File: src/periodic_timer_with_compare_unit_defines.svh
// ---------------------------------------------------------------------------
// periodic timer with compare: assertion macros
// shared concurrent assertion forms, clocked and gated by the sync reset
// ---------------------------------------------------------------------------
`ifndef PERIODIC_TIMER_WITH_COMPARE_UNIT_DEFINES_SVH
`define PERIODIC_TIMER_WITH_COMPARE_UNIT_DEFINES_SVH

// same-cycle implication
`define PTC_ASSERT_NOW(label, clk, rst_n, ante, cons) \
    label: assert property (@(posedge clk) disable iff (!rst_n) (ante) |-> (cons)) \
        else $error("%m: same-cycle check failed");

// next-cycle implication
`define PTC_ASSERT_NEXT(label, clk, rst_n, ante, cons) \
    label: assert property (@(posedge clk) disable iff (!rst_n) (ante) |=> (cons)) \
        else $error("%m: next-cycle check failed");

`endif

File: src/ptc_pkg.sv
// ---------------------------------------------------------------------------
// ptc_pkg
// types, register map and control bit layout of the periodic timer
// ---------------------------------------------------------------------------
`timescale 1ns / 1ps

package ptc_pkg;

    localparam int COUNT_WIDTH_DEF    = 32;
    localparam int PRESCALE_WIDTH_DEF = 12;
    localparam int DATA_WIDTH         = 32;
    localparam int CTL_WIDTH          = 26;

    // control bit positions
    localparam int CTL_EN     = 0;
    localparam int CTL_ENMOD  = 1;
    localparam int CTL_OCIEN  = 2;
    localparam int CTL_RLD    = 3;
    localparam int CTL_PS_LSB = 4;
    localparam int CTL_SWR    = 16;
    localparam int CTL_IOVW   = 17;
    localparam int CTL_SRC_LSB = 24;

    // bits that survive a soft reset: EN, ENMOD, DBGEN, WAITEN, DOZEN, STOPEN
    localparam logic [CTL_WIDTH-1:0] CTL_SWR_KEEP = 26'h03c0003;

    typedef enum logic [1:0] {
        OP_TICK  = 2'd0,
        OP_READ  = 2'd1,
        OP_WRITE = 2'd2
    } t_opcode;

    typedef enum logic [1:0] {
        SRC_NONE     = 2'd0,
        SRC_PERIPH   = 2'd1,
        SRC_HIGHFREQ = 2'd2,
        SRC_LOWFREQ  = 2'd3
    } t_clk_src;

    localparam logic [2:0] REG_CONTROL = 3'd0;
    localparam logic [2:0] REG_STATUS  = 3'd1;
    localparam logic [2:0] REG_LOAD    = 3'd2;
    localparam logic [2:0] REG_COMPARE = 3'd3;
    localparam logic [2:0] REG_COUNT   = 3'd4;

    typedef struct packed {
        logic [1:0]            opcode;
        logic [2:0]            reg_index;
        logic [DATA_WIDTH-1:0] write_data;
        logic [2:0]            clock_pulses;
    } t_in_item;

    typedef struct packed {
        logic [DATA_WIDTH-1:0] read_data;
        logic                  irq_level;
        logic                  status_out;
    } t_result;

endpackage

File: src/ptc_in_reg.sv
// ---------------------------------------------------------------------------
// ptc_in_reg
// input register stage, holds one transaction until the core consumes it
// ---------------------------------------------------------------------------
`timescale 1ns / 1ps

module ptc_in_reg (
    input  logic              i_clk,
    input  logic              i_rst_n,
    input  logic              i_valid,
    output logic              o_ready,
    input  ptc_pkg::t_in_item i_item,
    input  logic              i_advance,
    output logic              o_valid,
    output ptc_pkg::t_in_item o_item
);
    import ptc_pkg::*;

    logic     r_valid;
    logic     n_valid;
    t_in_item r_item;

    assign o_ready = !r_valid || i_advance;

    always_comb begin
        n_valid = r_valid;
        if (o_ready) begin
            n_valid = i_valid;
        end
    end

    always_ff @(posedge i_clk) begin
        if (!i_rst_n) begin
            r_valid <= 1'b0;
        end else begin
            r_valid <= n_valid;
        end
    end

    always_ff @(posedge i_clk) begin
        if (o_ready && i_valid) begin
            r_item <= i_item;
        end
    end

    assign o_valid = r_valid;
    assign o_item  = r_item;

endmodule

File: src/ptc_timer_core.sv
// ---------------------------------------------------------------------------
// ptc_timer_core
// timer state registers and single-pass update for tick, read and write
// ---------------------------------------------------------------------------
`timescale 1ns / 1ps

module ptc_timer_core #(
    parameter int COUNT_WIDTH    = ptc_pkg::COUNT_WIDTH_DEF,
    parameter int PRESCALE_WIDTH = ptc_pkg::PRESCALE_WIDTH_DEF
) (
    input  logic              i_clk,
    input  logic              i_rst_n,
    input  logic              i_fire,
    input  ptc_pkg::t_in_item i_item,
    output ptc_pkg::t_result  o_result
);
    import ptc_pkg::*;

    localparam int EXT_WIDTH = COUNT_WIDTH + DATA_WIDTH;

    logic [CTL_WIDTH-1:0]      r_ctl,  n_ctl;
    logic                      r_flag, n_flag;
    logic [DATA_WIDTH-1:0]     r_load, n_load;
    logic [DATA_WIDTH-1:0]     r_cmp,  n_cmp;
    logic [COUNT_WIDTH-1:0]    r_cnt,  n_cnt;
    logic [PRESCALE_WIDTH-1:0] r_ps,   n_ps;
    logic [DATA_WIDTH-1:0]     rd;

    // zero-extended views for mixed-width compare and copy
    logic [EXT_WIDTH-1:0] cnt_ext;
    logic [EXT_WIDTH-1:0] load_ext;
    logic [EXT_WIDTH-1:0] wdata_ext;

    assign cnt_ext   = {{DATA_WIDTH{1'b0}}, r_cnt};
    assign load_ext  = {{COUNT_WIDTH{1'b0}}, r_load};
    assign wdata_ext = {{COUNT_WIDTH{1'b0}}, i_item.write_data};

    always_comb begin
        logic                      pulse;
        logic [PRESCALE_WIDTH-1:0] div;
        logic [COUNT_WIDTH-1:0]    cnt_step;
        logic [EXT_WIDTH-1:0]      step_ext;
        logic [EXT_WIDTH-1:0]      cmp_ext;
        logic [EXT_WIDTH-1:0]      nload_ext;
        logic [CTL_WIDTH-1:0]      wctl;

        n_ctl  = r_ctl;
        n_flag = r_flag;
        n_load = r_load;
        n_cmp  = r_cmp;
        n_cnt  = r_cnt;
        n_ps   = r_ps;
        rd     = '0;

        // selected clock source pulse
        case (t_clk_src'(r_ctl[CTL_SRC_LSB +: 2]))
            SRC_PERIPH:   pulse = i_item.clock_pulses[0];
            SRC_HIGHFREQ: pulse = i_item.clock_pulses[1];
            SRC_LOWFREQ:  pulse = i_item.clock_pulses[2];
            default:      pulse = 1'b0;
        endcase

        div     = r_ctl[CTL_PS_LSB +: PRESCALE_WIDTH];
        cmp_ext = {{COUNT_WIDTH{1'b0}}, r_cmp};

        // one decrement; at zero, reload from the load register or, without RLD, wrap to all ones
        if (r_cnt == '0) begin
            cnt_step = r_ctl[CTL_RLD] ? load_ext[COUNT_WIDTH-1:0] : '1;
        end else begin
            cnt_step = r_cnt - COUNT_WIDTH'(1);
        end
        step_ext = {{DATA_WIDTH{1'b0}}, cnt_step};

        wctl      = i_item.write_data[CTL_WIDTH-1:0];
        nload_ext = '0;

        case (i_item.opcode)
            OP_TICK: begin
                if (r_ctl[CTL_EN] && pulse) begin
                    if (r_ps >= div) begin
                        n_ps  = '0;
                        n_cnt = cnt_step;
                        if (r_ctl[CTL_OCIEN] && step_ext == cmp_ext) begin
                            n_flag = 1'b1;
                        end
                    end else begin
                        n_ps = r_ps + PRESCALE_WIDTH'(1);
                    end
                end
            end
            OP_READ: begin
                case (i_item.reg_index)
                    REG_CONTROL: rd = DATA_WIDTH'(r_ctl);
                    REG_STATUS:  rd = DATA_WIDTH'(r_flag);
                    REG_LOAD:    rd = r_load;
                    REG_COMPARE: rd = r_cmp;
                    REG_COUNT:   rd = cnt_ext[DATA_WIDTH-1:0];
                    default:     rd = '0;
                endcase
            end
            OP_WRITE: begin
                case (i_item.reg_index)
                    REG_CONTROL: begin
                        n_ctl = wctl;
                        if (wctl[CTL_SWR]) begin
                            n_ctl  = wctl & CTL_SWR_KEEP;
                            n_flag = 1'b0;
                            n_load = '1;
                            n_cmp  = '0;
                            n_cnt  = '1;
                            n_ps   = '0;
                        end
                        nload_ext = {{COUNT_WIDTH{1'b0}}, n_load};
                        // enable rising edge with a clock source selected
                        if (n_ctl[CTL_SRC_LSB +: 2] != SRC_NONE && n_ctl[CTL_EN]
                            && !r_ctl[CTL_EN]) begin
                            n_ps = '0;
                            if (n_ctl[CTL_ENMOD]) begin
                                n_cnt = n_ctl[CTL_RLD] ? nload_ext[COUNT_WIDTH-1:0] : '1;
                            end
                        end
                    end
                    REG_STATUS: begin
                        if (i_item.write_data[0]) begin
                            n_flag = 1'b0;
                        end
                    end
                    REG_LOAD: begin
                        n_load = i_item.write_data;
                        if (r_ctl[CTL_IOVW]) begin
                            n_cnt = wdata_ext[COUNT_WIDTH-1:0];
                        end
                    end
                    REG_COMPARE: n_cmp = i_item.write_data;
                    default: ;
                endcase
            end
            default: ;
        endcase
    end

    always_ff @(posedge i_clk) begin
        if (!i_rst_n) begin
            r_ctl  <= '0;
            r_flag <= 1'b0;
            r_load <= '1;
            r_cmp  <= '0;
            r_cnt  <= '1;
            r_ps   <= '0;
        end else if (i_fire) begin
            r_ctl  <= n_ctl;
            r_flag <= n_flag;
            r_load <= n_load;
            r_cmp  <= n_cmp;
            r_cnt  <= n_cnt;
            r_ps   <= n_ps;
        end
    end

    assign o_result.read_data  = rd;
    assign o_result.irq_level  = n_flag && n_ctl[CTL_EN] && n_ctl[CTL_OCIEN];
    assign o_result.status_out = n_flag;

endmodule

File: src/periodic_timer_with_compare_unit.sv
// ---------------------------------------------------------------------------
// periodic_timer_with_compare_unit
// register-mapped periodic down-counter with prescaler and compare interrupt
// ---------------------------------------------------------------------------
//
//  channel   valid     ready     payload
//  -------   -------   -------   -----------------------------------------------
//  input     i_valid   o_ready   i_opcode i_reg_index i_write_data i_clock_pulses
//  output    o_valid   i_ready   o_read_data o_irq_level o_status_out
//
//  one transaction per cycle sustained unless the output stalls; output valid
//  rises after input acceptance via the input register, then the result register
//  the timer state updates in the same cycle the result register loads
//  synchronous active-low reset clears control, status, compare and
//  prescaler, and sets load and count to all ones
//  a stalled output holds both stages; the input stays ready while the
//  input register is empty
//
`timescale 1ns / 1ps

`include "periodic_timer_with_compare_unit_defines.svh"

module periodic_timer_with_compare_unit #(
    parameter int COUNT_WIDTH    = ptc_pkg::COUNT_WIDTH_DEF,
    parameter int PRESCALE_WIDTH = ptc_pkg::PRESCALE_WIDTH_DEF
) (
    input  logic                           i_clk,
    input  logic                           i_rst_n,
    // input transaction
    input  logic                           i_valid,
    output logic                           o_ready,
    input  logic [1:0]                     i_opcode,
    input  logic [2:0]                     i_reg_index,
    input  logic [ptc_pkg::DATA_WIDTH-1:0] i_write_data,
    input  logic [2:0]                     i_clock_pulses,
    // result transaction
    output logic                           o_valid,
    input  logic                           i_ready,
    output logic [ptc_pkg::DATA_WIDTH-1:0] o_read_data,
    output logic                           o_irq_level,
    output logic                           o_status_out
);
    import ptc_pkg::*;

    t_in_item in_item;
    t_in_item stage_item;
    logic     stage_valid;
    logic     advance;
    logic     fire;
    t_result  core_result;

    logic     r_out_valid;
    logic     n_out_valid;
    t_result  r_out;

    assign in_item.opcode       = i_opcode;
    assign in_item.reg_index    = i_reg_index;
    assign in_item.write_data   = i_write_data;
    assign in_item.clock_pulses = i_clock_pulses;

    // result register free or draining this cycle
    assign advance = !r_out_valid || i_ready;
    // staged transaction goes through the core into the result register
    assign fire    = stage_valid && advance;

    ptc_in_reg u_in_reg (
        .i_clk     (i_clk),
        .i_rst_n   (i_rst_n),
        .i_valid   (i_valid),
        .o_ready   (o_ready),
        .i_item    (in_item),
        .i_advance (advance),
        .o_valid   (stage_valid),
        .o_item    (stage_item)
    );

    ptc_timer_core #(
        .COUNT_WIDTH    (COUNT_WIDTH),
        .PRESCALE_WIDTH (PRESCALE_WIDTH)
    ) u_core (
        .i_clk    (i_clk),
        .i_rst_n  (i_rst_n),
        .i_fire   (fire),
        .i_item   (stage_item),
        .o_result (core_result)
    );

    // result register valid tracking
    always_comb begin
        n_out_valid = r_out_valid;
        if (fire) begin
            n_out_valid = 1'b1;
        end else if (i_ready) begin
            n_out_valid = 1'b0;
        end
    end

    always_ff @(posedge i_clk) begin
        if (!i_rst_n) begin
            r_out_valid <= 1'b0;
        end else begin
            r_out_valid <= n_out_valid;
        end
    end

    // result payload, loaded with the state update
    always_ff @(posedge i_clk) begin
        if (fire) begin
            r_out <= core_result;
        end
    end

    assign o_valid      = r_out_valid;
    assign o_read_data  = r_out.read_data;
    assign o_irq_level  = r_out.irq_level;
    assign o_status_out = r_out.status_out;

    // an empty pipeline must take a transaction
    `PTC_ASSERT_NOW(a_ready_when_empty, i_clk, i_rst_n, !r_out_valid && !stage_valid, o_ready)
    // irq is never raised without the status flag
    `PTC_ASSERT_NOW(a_irq_needs_status, i_clk, i_rst_n, o_valid && o_irq_level, o_status_out)
    // a staged transaction that fires shows up as a result next cycle
    `PTC_ASSERT_NEXT(a_fire_gives_result, i_clk, i_rst_n, fire, o_valid)

endmodule

File: config.mk
export PLATFORM = sky130hd
export DESIGN_NAME = periodic_timer_with_compare_unit
export DESIGN_NICKNAME = d
export VERILOG_FILES = /design/src/ptc_pkg.sv /design/src/ptc_in_reg.sv /design/src/ptc_timer_core.sv /design/src/periodic_timer_with_compare_unit.sv
export VERILOG_INCLUDE_DIRS = /design/src /design/src/src
export SDC_FILE = /design/constraint.sdc
export NUM_CORES = 1
export LEC_CHECK = 0
export ABC_AREA = 1
export BUFFER_PORTS_ARGS = -buffer_cell sky130_fd_sc_hd__buf_2
export CORE_ASPECT_RATIO = 2
export CORE_MARGIN = 1.5
export CORE_UTILIZATION = 50
export CTS_BUF_LIST = sky130_fd_sc_hd__clkbuf_8
export CTS_CLUSTER_DIAMETER = 50
export DETAILED_ROUTE_END_ITERATION = 6
export PLACE_DENSITY = 0.7
export SETUP_SLACK_MARGIN = 0.4
export SYNTH_ARGS = -nofsm -noshare
export SYNTH_HDL_FRONTEND = slang
export SYNTH_HIERARCHICAL = 1
export SYNTH_SLANG_ARGS = --single-unit
File: constraint.sdc
create_clock -name i_clk -period 6.6 [get_ports i_clk]
set_input_delay 0.66 -clock i_clk [delete_from_list [all_inputs] [get_ports i_clk]]
set_output_delay 0.66 -clock i_clk [all_outputs]
set_load 0.03 [all_outputs]
# Yosys cells after proc, flatten, opt, wreduce, memory -nomap -nowiden
# Index checks and enable logic that the tools add are counted.
dict set report op_classes {
  magnitude_cmp 1
  n_reduce_logical 26
  n_mux 37
  n_addsub 2
  eq_ne 17
}
# op count
set ops {}
lappend ops {{$mux W32} 11}
lappend ops {{$pmux W32 S2} 4}
lappend ops {{$pmux W32 S5} 1}
lappend ops {{$mux W26} 3}
lappend ops {{$mux W12} 5}
lappend ops {{$eq A32 B32 Y1} 1}
lappend ops {{$logic_not A32 Y1} 1}
lappend ops {{$sub A32 B1 Y32 const B} 1}
lappend ops {{$pmux W12 S2} 1}
lappend ops {{$add A12 B1 Y12 const B} 1}
lappend ops {{$ge A12 B12 Y1} 1}
lappend ops {{$reduce_bool A2 Y1} 5}
lappend ops {{$ne A3 B2 Y1 const B} 3}
lappend ops {{$logic_and A1 B1 Y1} 8}
lappend ops {{$mux W1} 7}
lappend ops {{$eq A2 B2 Y1 const B} 3}
lappend ops {{$eq A3 B2 Y1 const B} 2}
lappend ops {{$mux W3} 2}
lappend ops {{$reduce_and A3 Y1} 2}
lappend ops {{$reduce_and A6 Y1} 1}
lappend ops {{$reduce_and A5 Y1} 1}
lappend ops {{$eq A2 B1 Y1 const B} 2}
lappend ops {{$ne A2 B1 Y1 const B} 2}
lappend ops {{$ne A2 B2 Y1 const B} 2}
lappend ops {{9 further kinds} 13}
dict set report totals {
  regBits 211
  out_inout_bits 36
  wordCells 99
}

# Logic depth before layout (Yosys ltp)
dict set report depth {
  depth_word 10
  mapped_depth 22
  depth_no_buf 21
}

# Hierarchy
# Netlist, hierarchy kept.
# module instances cells_per_inst area_per_inst_um2
set by_module_without_submodules {}
lappend by_module_without_submodules {ptc_timer_core 1 1542 9475.3}
lappend by_module_without_submodules {ptc_in_reg 1 47 1252.5}
lappend by_module_without_submodules {periodic_timer_with_compare_unit 1 41 1072.3}

# Worst setup path after synthesis
# Ideal clock, no wire load.
dict set report synth_timing {
  path_type {input port to flip-flop}
  start {input i_ready}
  end {register u_core.r_load[25]}
  arrival_time_ps 3820
  setup_ps 126
  path_slack_ps 2655
  stages 10
  n_path_buf 1
  cell_sequence {inv_2 -> a21oi_1 -> inv_1 -> nor2_1 -> inv_2 -> nor2_1 -> clkbuf_1 -> o211ai_1 -> o21ai_0 -> nand2_1}
}
dict set report synth_between {
  elab_chain_cells 3
}
# item line_no
set synth_rtl {}
lappend synth_rtl {{from (decl)} periodic_timer_with_compare_unit.sv:38} ;# input logic i_ready,
lappend synth_rtl {{$logic_or A1 B1 Y1} periodic_timer_with_compare_unit.sv:62} ;# assign advance = !r_out_valid || i_ready;
lappend synth_rtl {{$logic_and A1 B1 Y1} periodic_timer_with_compare_unit.sv:64} ;# assign fire = stage_valid && advance;
lappend synth_rtl {{named net fire} periodic_timer_with_compare_unit.sv:49} ;# logic fire;
lappend synth_rtl {{$reduce_and A3 Y1 (no line)} n/a}
lappend synth_rtl {{to (signal assigned)} ptc_timer_core.sv:153} ;# r_load <= n_load;
lappend synth_rtl {{to (decl)} ptc_timer_core.sv:23} ;# logic [DATA_WIDTH-1:0] r_load, n_load;
# The timed path passes the listed nets, and every way through them passes these cells.
# A chain may end at the register's enable or synchronous reset.

# Final worst setup path
dict set report layout_timing {
  start {register u_core.r_ctl[11]}
  end {register u_core.r_cnt[19]}
}
dict set report layout_between {
  elab_chain_cells 3
}
# item line_no
set layout_rtl {}
lappend layout_rtl {{from (decl)} ptc_timer_core.sv:21} ;# logic [CTL_WIDTH-1:0] r_ctl, n_ctl;
lappend layout_rtl {{from (signal assigned)} ptc_timer_core.sv:151} ;# r_ctl <= n_ctl;
lappend layout_rtl {{$ge A12 B12 Y1} ptc_timer_core.sv:80} ;# if (r_ps >= div) begin
lappend layout_rtl {{$ne A2 B1 Y1 (no line)} n/a}
lappend layout_rtl {{$reduce_and A6 Y1 (no line)} n/a}
lappend layout_rtl {{to (signal assigned)} ptc_timer_core.sv:155} ;# r_cnt <= n_cnt;
lappend layout_rtl {{to (decl)} ptc_timer_core.sv:25} ;# logic [COUNT_WIDTH-1:0] r_cnt, n_cnt;
# Every way passes these cells.

==> key figures <==
Timing
  – Final count of pins violating max slew: 0
  – Hold violation total from the final report: 0
  – Slew @ Worst Pin: 1.20 ns
  – Total Negative Setup Slacks: 0 ns
  – RSZ-0062 raised after global routing: no
  – Min Clock Period, post-route: 3.97 ns
  – Setup Skew: 0.0150 ns
  – Final setup margin: 2.63 ns
  – Fmax: 252 MHz
  – Share of the cycle needed by the critical path after routing: 60.2%
  – Worst slew margin: 19.6%
  – Setup violations, final: 0

Routing
  – Vias post-DR: 12200
  – Final routed wirelength across all metal layers: 42300 µm
  – Via-per-instance ratio: 6.14
  – Initial drt markers: 1294
  – First-pass detailed-route iteration total: 5
  – Residual antenna-violating net count after detailed routing: 0
  – Routed WL per cell: 21.4 µm
  – Drc violations: 0

Clock tree
  – Maximum buffer depth of the clock tree: 3
  – Clock latency at the later pin of the worst-skew pair: 0.62 ns
  – Root Buffer Master: sky130_fd_sc_hd__clkbuf_8
  – Clock tree from TritonCTS: built
  – Cts-stage hold buffer count: 0
  – TritonCTS sink count: 210
  – Number of gates resized after cts: 0
  – Post-CTS setup buffer count: 0
  – Clock buffer count from CTS: 30
  – Register clock-pin slew on the reported worst setup and hold paths: 0.07 ns
  – Depth of the CTS H-tree: 1

Synthesis
  – Yosys top cell area share: 23.1%
  – Cell with the most instances after synthesis: sky130_fd_sc_hd__nand2_1
  – Synth top area cells: sky130_fd_sc_hd__dfxtp_1, sky130_fd_sc_hd__edfxtp_1, sky130_fd_sc_hd__nand2_1
  – Predominant post-synthesis flop cell: sky130_fd_sc_hd__dfxtp_1
  – Seq cells post-synth: 210
  – Most numerous cell types in the synthesized netlist: sky130_fd_sc_hd__nand2_1, sky130_fd_sc_hd__nor2_1, sky130_fd_sc_hd__inv_1
  – Synthesis warning total: 6
  – Mapped Area: 11800 µm²
  – Net count after synthesis: 1688
  – Instance count of the mapped netlist: 1630
  – Post-synth EDFFs: 74
  – Post-synthesis async set-or-reset flop share: 0%
  – Largest area contributor in the synthesized netlist: sky130_fd_sc_hd__dfxtp_1
  – Number of library cell types mapped by synthesis: 41
  – Synthesized area divided by synthesized cell count: 7.24 µm²
  – Seq/Total Area, Yosys: 41.9%

Placed design
  – Hpwl dp: 28400 µm
  – Placement-stage worst setup slack: 2.41 ns
  – Routability congestion estimate from global placement: 0.972
  – Placed cell count: 1921
  – IO Port Bufs: 79

Setup path
  – Startpoint types: flip-flop
  – Flop-to-flop setup slack: 2.63 ns
  – Data arrival, critical path: 4.42 ns
  – CP max FO: 35
  – Cells on worst reg2reg path: 14
  – Endpoint of the most critical register-to-register path: u_core/r_cnt[19]
  – Source of the worst register-to-register timing path: u_core/r_ctl[11]
  – Data required time of the worst path: 7.05 ns
  – Critical Path Sink Type: flip-flop
  – Critical path class: flip-flop to flip-flop

GRT
  – Global-route wire length before repair: 64900 µm
  – Total routing resource utilization after global routing: 34.2%
  – Via count of the first global-routing pass: 12100
  – Most crowded layer after global routing: met2
  – Initial antenna violation count: 1
  – Met3 usage: 4.98%
  – Met2 usage: 61.5%
  – GR Overflow Total: 0
  – Pin count of the biggest net entering global routing: 67
  – Met1 track demand over resource in global routing: 34.9%

Floorplan
  – Die height: 220 µm
  – Area of the core region: 23200 µm²
  – Number of placed I/O pins: 80
  – Std cell rows: 79
  – Floorplan die area: 24600 µm²
  – Horiz. Die Dim: 112 µm
  – Starting Density: 50.8%

Run status
  – Outcome: complete, no violations

Hold path
  – Worst min-delay path class: primary input to flip-flop
  – Min-delay src: i_write_data[17]
  – Depth of the worst hold-timing path: 1
  – Hold Crit Endpoint: u_in_reg/o_item[20]

Layout
  – Area taken by flip-flops and latches: 4940 µm²
  – Final standard cell count with taps included and fillers excluded: 1978
  – Multi-input gate area: 5980 µm²
  – Area delta synth->final: 10.7%
  – Filler Cell Count: 2271
  – Count of nets after finishing: 1728
  – Ratio of cells with drive above 1 in the final layout: 12.8%

Flow run
  – Max Cap Viol: 0

Power and ir drop
  – Total power per unit cell area: 217 nW/µm²
  – VDD IR-drop max: 0.217 mV
  – Leakage power summed over all cells: 5.32 nW
  – Total power: 2.83 mW
[how the worst max path moves through the flow]
stage,start,to,slack (ns)
after detailed placement,i_ready,u_core/r_cnt[19],2.41
after CTS,u_in_reg/o_valid,u_core/r_cnt[19],2.66
after global routing,u_in_reg/o_valid,u_core/r_cnt[19],2.25
final,u_core/r_ctl[11],u_core/r_cnt[19],2.63
after global placement,i_ready,u_core/r_cnt[16],2.59
after floorplan,i_ready,u_core/r_load[25],2.65
[per-stage QoR]
step           instance area [µm²]  hold WS, ns  utilization [%]
3_3_place_gp                 12400        0.453             53.3
2_1_floorplan                11800        0.445                -
3_5_place_dp                 12400        0.458             53.3
5_1_grt                      13100        0.194             56.2
4_1_cts                      13100        0.195             56.2
6_report                     13100        0.222             56.2
[logic make-up after synthesis]
group,synth area share [%]
and+or+nand+nor,29.0
xor gates and xnor gates,0.817
adders and majority gates,1.48
AOI/OAI and AO/OA,18.9
buffers and inverters,7.92
DFF,41.9
[layout by cell type, fill, tap and decap left out, types with 2 or more instances in the layout]
cell type                     n
sky130_fd_sc_hd__a211oi_1    29
sky130_fd_sc_hd__a21oi_1     95
sky130_fd_sc_hd__a21oi_2      3
sky130_fd_sc_hd__a21oi_4      3
sky130_fd_sc_hd__a221oi_1    24
sky130_fd_sc_hd__a311oi_1    21
sky130_fd_sc_hd__a31oi_1      4
sky130_fd_sc_hd__buf_2       79
sky130_fd_sc_hd__buf_4       20
sky130_fd_sc_hd__bufinv_16    4
sky130_fd_sc_hd__clkbuf_8    34
sky130_fd_sc_hd__clkinv_1     6
sky130_fd_sc_hd__clkinv_2     9
sky130_fd_sc_hd__dfxtp_1    136
sky130_fd_sc_hd__edfxtp_1    74
sky130_fd_sc_hd__ha_1        14
sky130_fd_sc_hd__inv_1      145
sky130_fd_sc_hd__inv_2        5
sky130_fd_sc_hd__nand2_1    411
sky130_fd_sc_hd__nand2_2     15
sky130_fd_sc_hd__nand3_1    105
sky130_fd_sc_hd__nand3_2      9
sky130_fd_sc_hd__nand3b_1     5
sky130_fd_sc_hd__nand4_1     21
sky130_fd_sc_hd__nor2_1     169
sky130_fd_sc_hd__nor2_2       6
sky130_fd_sc_hd__nor2_4       4
sky130_fd_sc_hd__nor3_1      30
sky130_fd_sc_hd__o211ai_1    24
sky130_fd_sc_hd__o21ai_0    103
sky130_fd_sc_hd__o221ai_1     2
sky130_fd_sc_hd__o22ai_1     32
sky130_fd_sc_hd__o311ai_0    15
sky130_fd_sc_hd__or2_2       19
sky130_fd_sc_hd__xnor2_1      2
sky130_fd_sc_hd__xor2_1       9
[sequential cells by signal, indices dropped and copies added (netlist names)]
register / cells
u_in_reg/o_valid: 1
u_core/r_ctl: 25
u_core/r_load: 32
u_core/r_ps: 12
o_irq_level: 1
u_in_reg/o_item: 40
o_valid: 1
o_read_data: 32
o_status_out: 1
u_core/r_cmp: 32
u_core/r_cnt: 32
u_core/r_flag: 1
[metal layers]
metal / wire, µm / vias up / part of all wire [%]
li1: - / 5680 / -
met1: 14100 / 5644 / 33
met2: 21500 / 614 / 51
met3: 2930 / 216 / 6.9
met4: 3720 / 0 / 8.8
met5: 0 / - / 0
[critical path, stage by stage, from the launching register on]
cell and delay [ns]:
sky130_fd_sc_hd__dfxtp_1 0.35, sky130_fd_sc_hd__inv_1 0.10, sky130_fd_sc_hd__ha_1 0.32, sky130_fd_sc_hd__a21oi_1 0.15
sky130_fd_sc_hd__o21ai_0 0.09, sky130_fd_sc_hd__nand2_1 0.07, sky130_fd_sc_hd__o211ai_1 0.09, sky130_fd_sc_hd__a31oi_1 0.15
sky130_fd_sc_hd__nand2_1 0.17, sky130_fd_sc_hd__inv_1 0.12, sky130_fd_sc_hd__nand3_1 0.07, sky130_fd_sc_hd__nand2_1 0.83
sky130_fd_sc_hd__inv_1 0.81, sky130_fd_sc_hd__o311ai_0 0.33, sky130_fd_sc_hd__o211ai_1 0.15
[report_power, final]
part,internal [mW],total [mW],switching [mW]
combinational,0.0655,0.251,0.185
clock,0.634,1.17,0.538
sequential,1.37,1.41,0.0332
total,2.07,2.83,0.756
[cell type report]
cell class	count	area share [%]
tap	283	2.71
inverter	149	4.29
clock buffer	34	3.58
antenna	1	0.0192
clock inverter	22	1.59
multi-input combinational	1180	45.8
timing repair buffer	99	4.18
sequential	210	37.9
(Power assumes the default switching activity.)
